## config.mk

```make
export PLATFORM = sky130hd
export DESIGN_NAME = rank_roulette_selection_core
export DESIGN_NICKNAME = d
export VERILOG_FILES = /design/src/design/rrs_pkg.sv /design/src/design/rrs_ctrl.sv /design/src/design/rrs_datapath.sv /design/src/design/rank_roulette_selection_core.sv
export SDC_FILE = /design/constraint.sdc
export NUM_CORES = 2
export LEC_CHECK = 0
export BUFFER_PORTS_ARGS = -buffer_cell sky130_fd_sc_hd__buf_2
export CORE_AREA = 2 2 318 320
export DETAILED_ROUTE_END_ITERATION = 8
export DIE_AREA = 0 0 320 322
export HOLD_SLACK_MARGIN = 0.15
export PLACE_DENSITY = 0.76
export SETUP_SLACK_MARGIN = 0.1
export SLEW_MARGIN = 10
export SYNTH_ARGS = -nofsm -noshare
export SYNTH_HDL_FRONTEND = slang
export SYNTH_SLANG_ARGS = --single-unit
```

## constraint.sdc

```tcl
create_clock -name clk -period 13.55 [get_ports clk]
set_input_delay 4.065 -clock clk [delete_from_list [all_inputs] [get_ports clk]]
set_output_delay 4.065 -clock clk [all_outputs]
set_load 0.005 [all_outputs]
```

## src/design/rrs_pkg.sv

```systemverilog
// Shared types, codes and field widths for the rank roulette selection core.
`timescale 1ns / 1ps

package rrs_pkg;

    localparam int RANK_W    = 7;
    localparam int SEL_W     = 7;
    localparam int ENTRY_W   = 7;
    localparam int FRAC_W    = 16;
    localparam int POP_W     = 8;
    localparam int FDIF_W    = 9;
    localparam int CFG_W     = 9;
    localparam int CFG_IDX_W = 1;
    // Running sum in Q8, compared after a shift by 8; covers populations up to 1024.
    localparam int ACC_W     = 48;

    localparam logic CMD_WRITE  = 1'b0;
    localparam logic CMD_SELECT = 1'b1;

    localparam logic [CFG_IDX_W-1:0] CFG_POP_SIZE      = 1'b0;
    localparam logic [CFG_IDX_W-1:0] CFG_RANK_PRESSURE = 1'b1;

    localparam logic [POP_W-1:0]  POP_SIZE_RESET      = 8'd100;
    localparam logic [FDIF_W-1:0] RANK_PRESSURE_RESET = 9'd256;

    typedef struct packed {
        logic               command;
        logic [ENTRY_W-1:0] entry_index;
        logic [RANK_W-1:0]  rank_value;
        logic [FRAC_W-1:0]  random_fraction;
    } in_word_t;

    typedef struct packed {
        logic [SEL_W-1:0] selected_index;
        logic             found;
    } out_word_t;

    typedef enum logic [2:0] {
        S_IDLE,
        S_MUL1,
        S_MUL2,
        S_WALK,
        S_DONE
    } state_t;

    typedef struct packed {
        logic write_entry;
        logic start;
        logic mul1;
        logic mul2;
        logic issue;
        logic capture;
        logic load_out;
    } rrs_cmd_t;

    typedef struct packed {
        logic more;
        logic np_zero;
        logic hit;
        logic last;
        logic out_free;
    } rrs_status_t;

endpackage

```

## src/design/rrs_ctrl.sv

```systemverilog
// Controller state machine for the rank roulette selection core.
`timescale 1ns / 1ps

module rrs_ctrl (
    input  logic                 clk,
    input  logic                 rst_n,
    input  logic                 in_valid,
    input  logic                 in_command,
    output logic                 in_stall,
    output rrs_pkg::rrs_cmd_t    cmd,
    input  rrs_pkg::rrs_status_t st
);
    import rrs_pkg::*;

    state_t state_reg;
    state_t state_next;

    always_ff @(posedge clk or negedge rst_n)
    begin
        if (!rst_n)
        begin
            state_reg <= S_IDLE;
        end
        else
        begin
            state_reg <= state_next;
        end
    end

    always_comb
    begin
        state_next = state_reg;
        cmd        = '0;
        in_stall   = 1'b1;
        unique case (state_reg)
            S_IDLE:
            begin
                in_stall = 1'b0;
                if (in_valid)
                begin
                    if (in_command == CMD_SELECT)
                    begin
                        cmd.start  = 1'b1;
                        state_next = S_MUL1;
                    end
                    else
                    begin
                        cmd.write_entry = 1'b1;
                    end
                end
            end
            S_MUL1:
            begin
                cmd.mul1   = 1'b1;
                state_next = S_MUL2;
            end
            S_MUL2:
            begin
                cmd.mul2   = 1'b1;
                state_next = S_WALK;
            end
            S_WALK:
            begin
                cmd.issue = st.more;
                if (st.np_zero || st.hit || st.last)
                begin
                    cmd.capture = 1'b1;
                    state_next  = S_DONE;
                end
            end
            S_DONE:
            begin
                if (st.out_free)
                begin
                    cmd.load_out = 1'b1;
                    state_next   = S_IDLE;
                end
            end
            default:
            begin
                state_next = S_IDLE;
            end
        endcase
    end

`ifndef NO_ASSERTIONS
    // A hit during the walk must end it.
    assert property (@(posedge clk) disable iff (!rst_n)
        (state_reg == S_WALK && st.hit) |=> (state_reg == S_DONE))
        else $error("walk continued past a hit");

    // A select word always starts with the threshold multiply.
    assert property (@(posedge clk) disable iff (!rst_n)
        cmd.start |=> (state_reg == S_MUL1))
        else $error("select did not enter setup");
`endif

endmodule

```

## src/design/rrs_datapath.sv

```systemverilog
// Datapath: rank table, threshold multiplies, walk pipeline and output register.
`timescale 1ns / 1ps

module rrs_datapath #(
    parameter int MAX_POP = 128
) (
    input  logic                          clk,
    input  logic                          rst_n,
    input  logic                          cfg_write,
    input  logic [rrs_pkg::CFG_IDX_W-1:0] cfg_index,
    input  logic [rrs_pkg::CFG_W-1:0]     cfg_data,
    input  rrs_pkg::in_word_t             in_word,
    input  rrs_pkg::rrs_cmd_t             cmd,
    output rrs_pkg::rrs_status_t          st,
    input  logic                          out_stall,
    output logic                          out_valid,
    output rrs_pkg::out_word_t            out_word
);
    import rrs_pkg::*;

    localparam int IDX_W = $clog2(MAX_POP);
    localparam int NP_W  = $clog2(MAX_POP + 1);
    localparam int K_W   = ((NP_W > RANK_W + 1) ? NP_W : RANK_W + 1) + 1;
    localparam int T_W   = K_W + FDIF_W + 2;
    localparam int P1_W  = FRAC_W + NP_W;
    localparam int TH_W  = FRAC_W + 2 * NP_W + 1;

    // configuration
    logic [POP_W-1:0]  pop_size_reg;
    logic [FDIF_W-1:0] rank_pressure_reg;

    // per-select setup
    logic [NP_W-1:0]   np_c;
    logic [NP_W-1:0]   np_reg;
    logic [NP_W:0]     np_p1_reg;
    logic [NP_W-1:0]   npm1_reg;
    logic [FDIF_W-1:0] fdif_reg;
    logic [FRAC_W-1:0] u_reg;
    logic [P1_W-1:0]   prod1_reg;
    logic [TH_W-1:0]   thresh_reg;

    // rank table
    logic [RANK_W-1:0] mem [MAX_POP];
    logic [RANK_W-1:0] rdata_reg;
    logic              wr_ok;

    // walk pipeline: read, rank term, weighted term, running sum
    logic [NP_W-1:0]         addr_reg;
    logic                    vm_reg, va_reg, vb_reg, vc_reg;
    logic [IDX_W-1:0]        idxm_reg, idxa_reg, idxb_reg, idxc_reg;
    logic signed [K_W-1:0]   k_next, k_reg;
    logic signed [FDIF_W:0]  fdif_s;
    logic signed [FDIF_W+K_W:0] prod;
    logic signed [NP_W+9:0]  base_s;
    logic signed [T_W-1:0]   term_next, term_reg;
    logic signed [ACC_W-1:0] sum_reg;
    logic signed [ACC_W-1:0] thr_s;
    logic                    ge;

    // result
    out_word_t res_reg;
    out_word_t out_word_reg;
    logic      out_valid_reg;

    assign np_c  = (int'(pop_size_reg) > MAX_POP) ? NP_W'(MAX_POP) : NP_W'(pop_size_reg);
    assign wr_ok = int'(in_word.entry_index) < MAX_POP;

    assign k_next    = $signed(K_W'(npm1_reg)) - $signed(K_W'({rdata_reg, 1'b0}));
    assign fdif_s    = $signed({1'b0, fdif_reg});
    assign prod      = fdif_s * k_reg;
    assign base_s    = $signed({1'b0, np_p1_reg, 8'b0});
    assign term_next = T_W'(prod) + T_W'(base_s);
    assign thr_s     = $signed(ACC_W'(thresh_reg));
    assign ge        = (sum_reg <<< 8) >= thr_s;

    assign st.more     = addr_reg < np_reg;
    assign st.np_zero  = (np_reg == '0);
    assign st.hit      = vc_reg && ge;
    assign st.last     = vc_reg && (NP_W'(idxc_reg) == npm1_reg);
    assign st.out_free = !out_valid_reg || !out_stall;

    assign out_valid = out_valid_reg;
    assign out_word  = out_word_reg;

    always_ff @(posedge clk or negedge rst_n)
    begin
        if (!rst_n)
        begin
            pop_size_reg      <= POP_SIZE_RESET;
            rank_pressure_reg <= RANK_PRESSURE_RESET;
        end
        else if (cfg_write)
        begin
            unique case (cfg_index)
                CFG_POP_SIZE:      pop_size_reg      <= cfg_data[POP_W-1:0];
                CFG_RANK_PRESSURE: rank_pressure_reg <= cfg_data[FDIF_W-1:0];
                default:           pop_size_reg      <= pop_size_reg;
            endcase
        end
    end

    always_ff @(posedge clk)
    begin
        if (cmd.write_entry && wr_ok)
        begin
            mem[IDX_W'(in_word.entry_index)] <= in_word.rank_value;
        end
        rdata_reg <= mem[addr_reg[IDX_W-1:0]];
    end

    // setup registers and pipeline payload
    always_ff @(posedge clk)
    begin
        if (cmd.start)
        begin
            np_reg    <= np_c;
            np_p1_reg <= {1'b0, np_c} + (NP_W + 1)'(1);
            npm1_reg  <= np_c - NP_W'(1);
            fdif_reg  <= rank_pressure_reg;
            u_reg     <= in_word.random_fraction;
        end
        if (cmd.mul1)
        begin
            prod1_reg <= u_reg * np_reg;
        end
        if (cmd.mul2)
        begin
            thresh_reg <= prod1_reg * np_p1_reg;
        end
        idxm_reg <= addr_reg[IDX_W-1:0];
        idxa_reg <= idxm_reg;
        idxb_reg <= idxa_reg;
        idxc_reg <= idxb_reg;
        k_reg    <= k_next;
        term_reg <= term_next;
        if (cmd.capture)
        begin
            res_reg.found          <= st.hit;
            res_reg.selected_index <= st.hit ? SEL_W'(idxc_reg) : '0;
        end
        if (cmd.load_out)
        begin
            out_word_reg <= res_reg;
        end
    end

    always_ff @(posedge clk or negedge rst_n)
    begin
        if (!rst_n)
        begin
            addr_reg      <= '0;
            vm_reg        <= 1'b0;
            va_reg        <= 1'b0;
            vb_reg        <= 1'b0;
            vc_reg        <= 1'b0;
            sum_reg       <= '0;
            out_valid_reg <= 1'b0;
        end
        else
        begin
            if (cmd.start)
            begin
                addr_reg <= '0;
                vm_reg   <= 1'b0;
                va_reg   <= 1'b0;
                vb_reg   <= 1'b0;
                vc_reg   <= 1'b0;
                sum_reg  <= '0;
            end
            else
            begin
                if (cmd.issue)
                begin
                    addr_reg <= addr_reg + NP_W'(1);
                end
                vm_reg <= cmd.issue;
                va_reg <= vm_reg;
                vb_reg <= va_reg;
                vc_reg <= vb_reg;
                if (vb_reg)
                begin
                    sum_reg <= sum_reg + ACC_W'(term_reg);
                end
            end

            if (cmd.load_out)
            begin
                out_valid_reg <= 1'b1;
            end
            else if (out_valid_reg && !out_stall)
            begin
                out_valid_reg <= 1'b0;
            end
        end
    end

`ifndef NO_ASSERTIONS
    // The walk never carries an entry beyond the population in use.
    assert property (@(posedge clk) disable iff (!rst_n)
        vc_reg |-> (NP_W'(idxc_reg) < np_reg))
        else $error("walk entry beyond population");

    // A pending result is never overwritten.
    assert property (@(posedge clk) disable iff (!rst_n)
        cmd.load_out |-> st.out_free)
        else $error("output word overwritten");

    // Output valid rises only from a load.
    assert property (@(posedge clk) disable iff (!rst_n)
        $rose(out_valid_reg) |-> $past(cmd.load_out))
        else $error("output valid without load");
`endif

endmodule

```

## src/design/rank_roulette_selection_core.sv

```systemverilog
// Top level of the rank-based roulette wheel selection core.
`timescale 1ns / 1ps

// Input channel (in_valid / in_stall / in_word) takes two kinds of word.
// A write word stores rank_value at entry_index in the rank table; it is
// taken while the core is idle and gives no result. A select word walks
// the table from entry 0 and returns one output word: the first index
// whose running rank-weighted sum reaches random_fraction of the total, or
// found = 0. It runs two threshold multiplies, then one table read per
// cycle down a four-stage read / term / accumulate pipeline, captures the
// result and loads it into the output register, which raises out_valid.
// in_stall is high while a select is in progress; the next word is taken
// once the result has been loaded, which waits until the output register
// is free. The output word sits in a register; if out_stall holds it, the
// next select still runs and waits at its end until the register frees.
// Configuration writes (cfg_write, cfg_index, cfg_data) take effect at once
// and must be made only while the core is idle; the core does not enforce
// this. Reset sets pop_size to 100 and rank pressure to 1.0 and clears
// control state; the rank table holds no defined value until written.

module rank_roulette_selection_core #(
    parameter int MAX_POP = 128
) (
    input  logic                          clk,
    input  logic                          rst_n,
    input  logic                          cfg_write,
    input  logic [rrs_pkg::CFG_IDX_W-1:0] cfg_index,
    input  logic [rrs_pkg::CFG_W-1:0]     cfg_data,
    input  logic                          in_valid,
    output logic                          in_stall,
    input  rrs_pkg::in_word_t             in_word,
    output logic                          out_valid,
    input  logic                          out_stall,
    output rrs_pkg::out_word_t            out_word
);
    import rrs_pkg::*;

    rrs_cmd_t    cmd;
    rrs_status_t st;

    rrs_ctrl u_ctrl (
        .clk        (clk),
        .rst_n      (rst_n),
        .in_valid   (in_valid),
        .in_command (in_word.command),
        .in_stall   (in_stall),
        .cmd        (cmd),
        .st         (st)
    );

    rrs_datapath #(
        .MAX_POP (MAX_POP)
    ) u_datapath (
        .clk       (clk),
        .rst_n     (rst_n),
        .cfg_write (cfg_write),
        .cfg_index (cfg_index),
        .cfg_data  (cfg_data),
        .in_word   (in_word),
        .cmd       (cmd),
        .st        (st),
        .out_stall (out_stall),
        .out_valid (out_valid),
        .out_word  (out_word)
    );

endmodule

```

-- Word level (Yosys, flattened, before mapping)
Memory sizes are Yosys's and may differ from the RTL's. A register that Yosys moved wholly into a read port is not among the register bits.
Index checks and enable logic that the tools add are counted.
- bits in registers: 261
- RAM bits: 896
- output and inout bits: 10
- memories: 1
- add/subtract/negate cells: 6
- $mul: 3
- $lt $le $gt $ge: 3
- equal/unequal tests: 9
- multiplexer cells: 29
- bitwise logic cells: 1
- reductions and logical operators: 16
- memory list (memory ; depth ; width ; rd ports ; clocked after memory_dff ; wr ports ; RTL line ; source):
    u_datapath.mem ; 128 ; 7 ; 1 ; 1 ; 1 ; rrs_datapath.sv:43 ; logic [RANK_W-1:0] mem [MAX_POP];
- operators by type and width (cell ; count):
    two-way mux 48 bit ; 2
    adder 48 x 20 -> 48 bit ; 1
    greater-or-equal comparator 48 x 34 -> 1 bit ; 1
    multiplier 24 x 9 -> 33 bit ; 1
    multiplier 16 x 8 -> 24 bit ; 1
    two-way mux 8 bit ; 3
    adder 19 x 18 -> 20 bit ; 1
    multiplier 10 x 9 -> 19 bit ; 1
    two-way mux 1 bit ; 16
    one-hot mux 3 bit (5 select lines) ; 1
    two-way mux 3 bit ; 4
    adder 8 x 1 -> 9 bit, second input constant ; 1
    subtractor 8 x 8 -> 9 bit ; 1
    adder 8 x 1 -> 8 bit, second input constant ; 1
    equality test 7 x 8 -> 1 bit ; 1
    greater-than comparator 8 bit, second input constant ; 1
    zero test 8 bit ; 1
    < comparator 8 bit ; 1
    subtractor 8 x 1 -> 8 bit, second input constant ; 1
    equality test 3 x 2 -> 1 bit, second input constant ; 2
    two-way mux 2 bit ; 3
    inequality test 2 bit, second input constant ; 3
    nonzero test 2 bit ; 3
    AND reduction 2 bit ; 2
    9 further kinds ; 14

-- Logic depth before layout (Yosys ltp)
- depth in word-level cells: 8
- depth in mapped cells: 23
- gate-level depth less buffers: 22

-- Hierarchy
From an unflattened synthesis, not the netlist that was laid out.
- cell total of the unflattened synthesis: 3969
- area total of the unflattened synthesis: 59668.5 um2
- by module, submodules not included (module ; times used ; cells an instance ; area each (um2) ; seq. area each (um2)):
    rrs_datapath ; 1 ; 3944 ; 59438.3 ; 33607.2
    rrs_ctrl ; 1 ; 25 ; 230.2 ; 75.1

-- Worst setup path before layout
Ideal clock, no wire load.
- kind: input -> register
- start: input in_word[30] (netlist bit)
- end: register u_datapath.fdif_reg[0] (enable)
- library setup time: 0.433 ns
- data arrival time: 5.853 ns
- required time: 13.117 ns
- slack: 7.265 ns
- cell stages on the path: 3
- path through: nand3_1 > inv_2 > clkbuf_1
- RTL lines (item ; RTL line ; source):
    start, declared ; rank_roulette_selection_core.sv:31 ; input rrs_pkg::in_word_t in_word,
    end signal, assigned ; rrs_datapath.sv:119 ; fdif_reg <= rank_pressure_reg;
    end, declared ; rrs_datapath.sv:37 ; logic [FDIF_W-1:0] fdif_reg;

-- Final worst setup path
- start: register u_ctrl.state_reg[1]
- end: output in_stall
- cells in the longest elaborated chain, start to end: 2
- ends and longest elaborated chain (item ; RTL line ; source):
    start, declared ; rrs_ctrl.sv:15 ; state_t state_reg;
    start signal, assigned ; rrs_ctrl.sv:26 ; state_reg <= state_next;
    zero test 3 bit ; rrs_ctrl.sv:35 ; unique case (state_reg)
    two-way mux 1 bit ; rrs_ctrl.sv:35 ;
    end, declared ; rank_roulette_selection_core.sv:30 ; output logic in_stall,
Every way passes these cells.

==> run metrics <==
Hold Crit Class reg2reg; final instance area 64900 µm²; Hold Crit Start u_datapath.idxb_reg[1]; maxcap violations 0; post-synth cell types 74; Vias/cell 6.19; 1st-pass router iterations 6; number of global-route vias before repair 34.3k; pre-CTS WS 6.67 ns; gp weighted congestion 0.897; total CTS buffers 112; Setup Skew 0.0586 ns; Post-synth top flop edfxtp_1; Post-Synth XOR/XNOR Area 1.78%; Area Overhead vs Synth 9.16%; Post-CTS Setup Bufs 0; CP Capture Type primary output; Least-Margin Pin Slew 1.13 ns; Die ar. 103000 µm²; RSZ-0062 raised after global routing false; Core Rows 116; post-synthesis compound-gate area fraction 3.15%; Slew HR 24.9%; Area after DPL 61200 µm²; diode count 0; Post-Syn Area per Cell 15.1 µm²; Setup-failing EPs final 0; Yosys warnings 0; number of fill cells in the layout 6857; max-slew violation count 0; Initial Util 59.7%; Worst Path Class, Setup reg2out; Worst Hold Endpoint u_datapath.idxc_reg[1]; synthesized-area fraction occupied by adder cells 14.9%; initial antenna violation count 2; Synth Area in Simple Gates 7.59%; R2R Path Start u_datapath.np_p1_reg[6]; Clock Sink Count 1155; Residual DRC 0; Seq/Total Area, Yosys 56.6%; DP Wirelength 88300 µm; leading area contributor after synthesis edfxtp_1; Async SR Flop Fraction 6.32%; gr usage total 27.2%; Routed Wire Length 136000 µm; cts hold-fix bufs 0; CP max FO 7; r2r endpoint u_datapath.thresh_reg[31]; multiplexer share of the synthesized area 12.2%; final worst setup slack 7.26 ns; post-synthesis cell area 59500 µm²; Worst Reg2Reg Path Length in Cells 19; Worst-Skew Late Latency 0.72 ns; most frequent cells in the layout edfxtp_1 (1018), inv_1 (432), fa_1 (300), mux4_2 (294), and2_1 (252); most common cell after layout, fill and taps aside edfxtp_1; Post-synth EDFFs 1018; Hold Crit Depth 0; number of flip-flops in the largest register 896; minimum clock period 6.29 ns; WL/cell 25.2 µm; die width 320 µm; CTS tree done; Final #Nets 4587; share of post-route cells with drive strength above 1 14.8%; H-tree depth 3; Iter 0 DRT Violations 3460; main combinational cell family by area after synthesis adder cells; period utilization 46.4%; CTS resizes 0; core area 99600 µm²; Mapped Nets 4519; fmax 0.159 GHz; via count 33.4k; Synth Register Bits 1155; Ports 56; CP Launch Type flip-flop; Die Y-Extent 322 µm; clock slew at reported path FFs 0.06 ns; Hold Fails Final Rpt 0; Synth top area share 51.4%; synthesized instance count 3943; CP required 9.48 ns; antenna-violating nets left 0; IO buf count 55; largest net degree at the start of global routing 92; CTS Root Buffer Type clkbuf_16; status completed; reg2reg setup slack 7.65 ns; clk buf depth 3; GRT Residual Overflow 0; top post-synthesis cells by area edfxtp_1 (51%), mux4_2 (11%), fa_1 (10%); setup tns final 0 ns; first-pass GRT wire length 210000 µm; worst path arrival time 2.23 ns
[layout make-up]
cell class                 instances  area (µm²)  area share [%]
inverter                         434        1630            2.51
sequential                      1155       33700            51.9
tap                             1298        1620            2.50
clock buffer                     152        3110            4.78
timing repair buffer             100         646           0.994
multi-input combinational       2208       23600            36.3
clock inverter                    55         657            1.01
[cell usage after synthesis (5+ instances only)]
cell type  count
o21ai_0       46
a21o_1        52
a31oi_1        8
buf_2         14
and2_1       252
o21a_1        12
and3_1        10
ha_1         230
mux4_2       294
or3_1          8
nor4_1        13
xor2_1        51
nand4_1       17
inv_1        432
and4_1         7
dfxtp_1       64
mux2i_1       34
nand2_1      250
fa_1         300
nor2_1       237
o21bai_1      17
nand3_1       37
dfrtp_1       69
mux2_2        24
clkbuf_1     102
a211oi_1       8
buf_1         20
nor3_1        19
xnor2_1       70
nor2b_1       29
nand2b_1      19
a21oi_1       94
o31ai_1        5
buf_4          9
edfxtp_1    1018
[critical path, cell delays in order, from the launching register on]
cell	delay [ns]
dfrtp_1	0.53
nor3_1	0.78
inv_1	0.09
buf_2	0.16
[through the flow]
| step | instances | utilization [%] | hold WS [ns] |
|---|---|---|---|
| floorplan | 3943 | - | 0.310 |
| global placement | 5195 | 61.4 | 0.310 |
| detailed placement | 5195 | 61.4 | 0.312 |
| CTS | 5402 | 65.2 | 0.327 |
| global route | 5402 | 65.2 | 0.332 |
| finish | 5402 | 65.2 | 0.321 |
[worst max path at each step]
stage                              from  cells past startpoint                     end
global route                   in_valid                      5   u_datapath.mem[34][5]
CTS                 u_ctrl.state_reg[1]                      3                in_stall
floorplan                   in_word[30]                      3  u_datapath.fdif_reg[0]
global placement               in_valid                      5   u_datapath.mem[98][0]
detailed placement             in_valid                      5   u_datapath.mem[10][4]
finish              u_ctrl.state_reg[1]                      3                in_stall
[routing by layer]
layer | GRT usage, % | up-vias | share of wire [%]
met3 | 3.89 | 270 | 7.9
li1 | - | 14320 | -
met2 | 45.3 | 1616 | 50
met4 | 9.34 | 4 | 3.4
met5 | 0 | - | 0.020
met1 | 37.3 | 17237 | 39
[kinds of logic (layout without fill, tap and decap cells)]
logic type / after synthesis / after routing
compound gates: 286 / 286
xor+xnor: 121 / 121
buf+inv: 580 / 741
fa+ha+maj: 530 / 530
simple gates: 918 / 918
mux: 352 / 352
flops: 1155 / 1155
other cells: 1 / 1
Power is left out: the tool's default activity adds up to more than one toggle a clock period on the data nets, which glitch-free logic cannot reach.
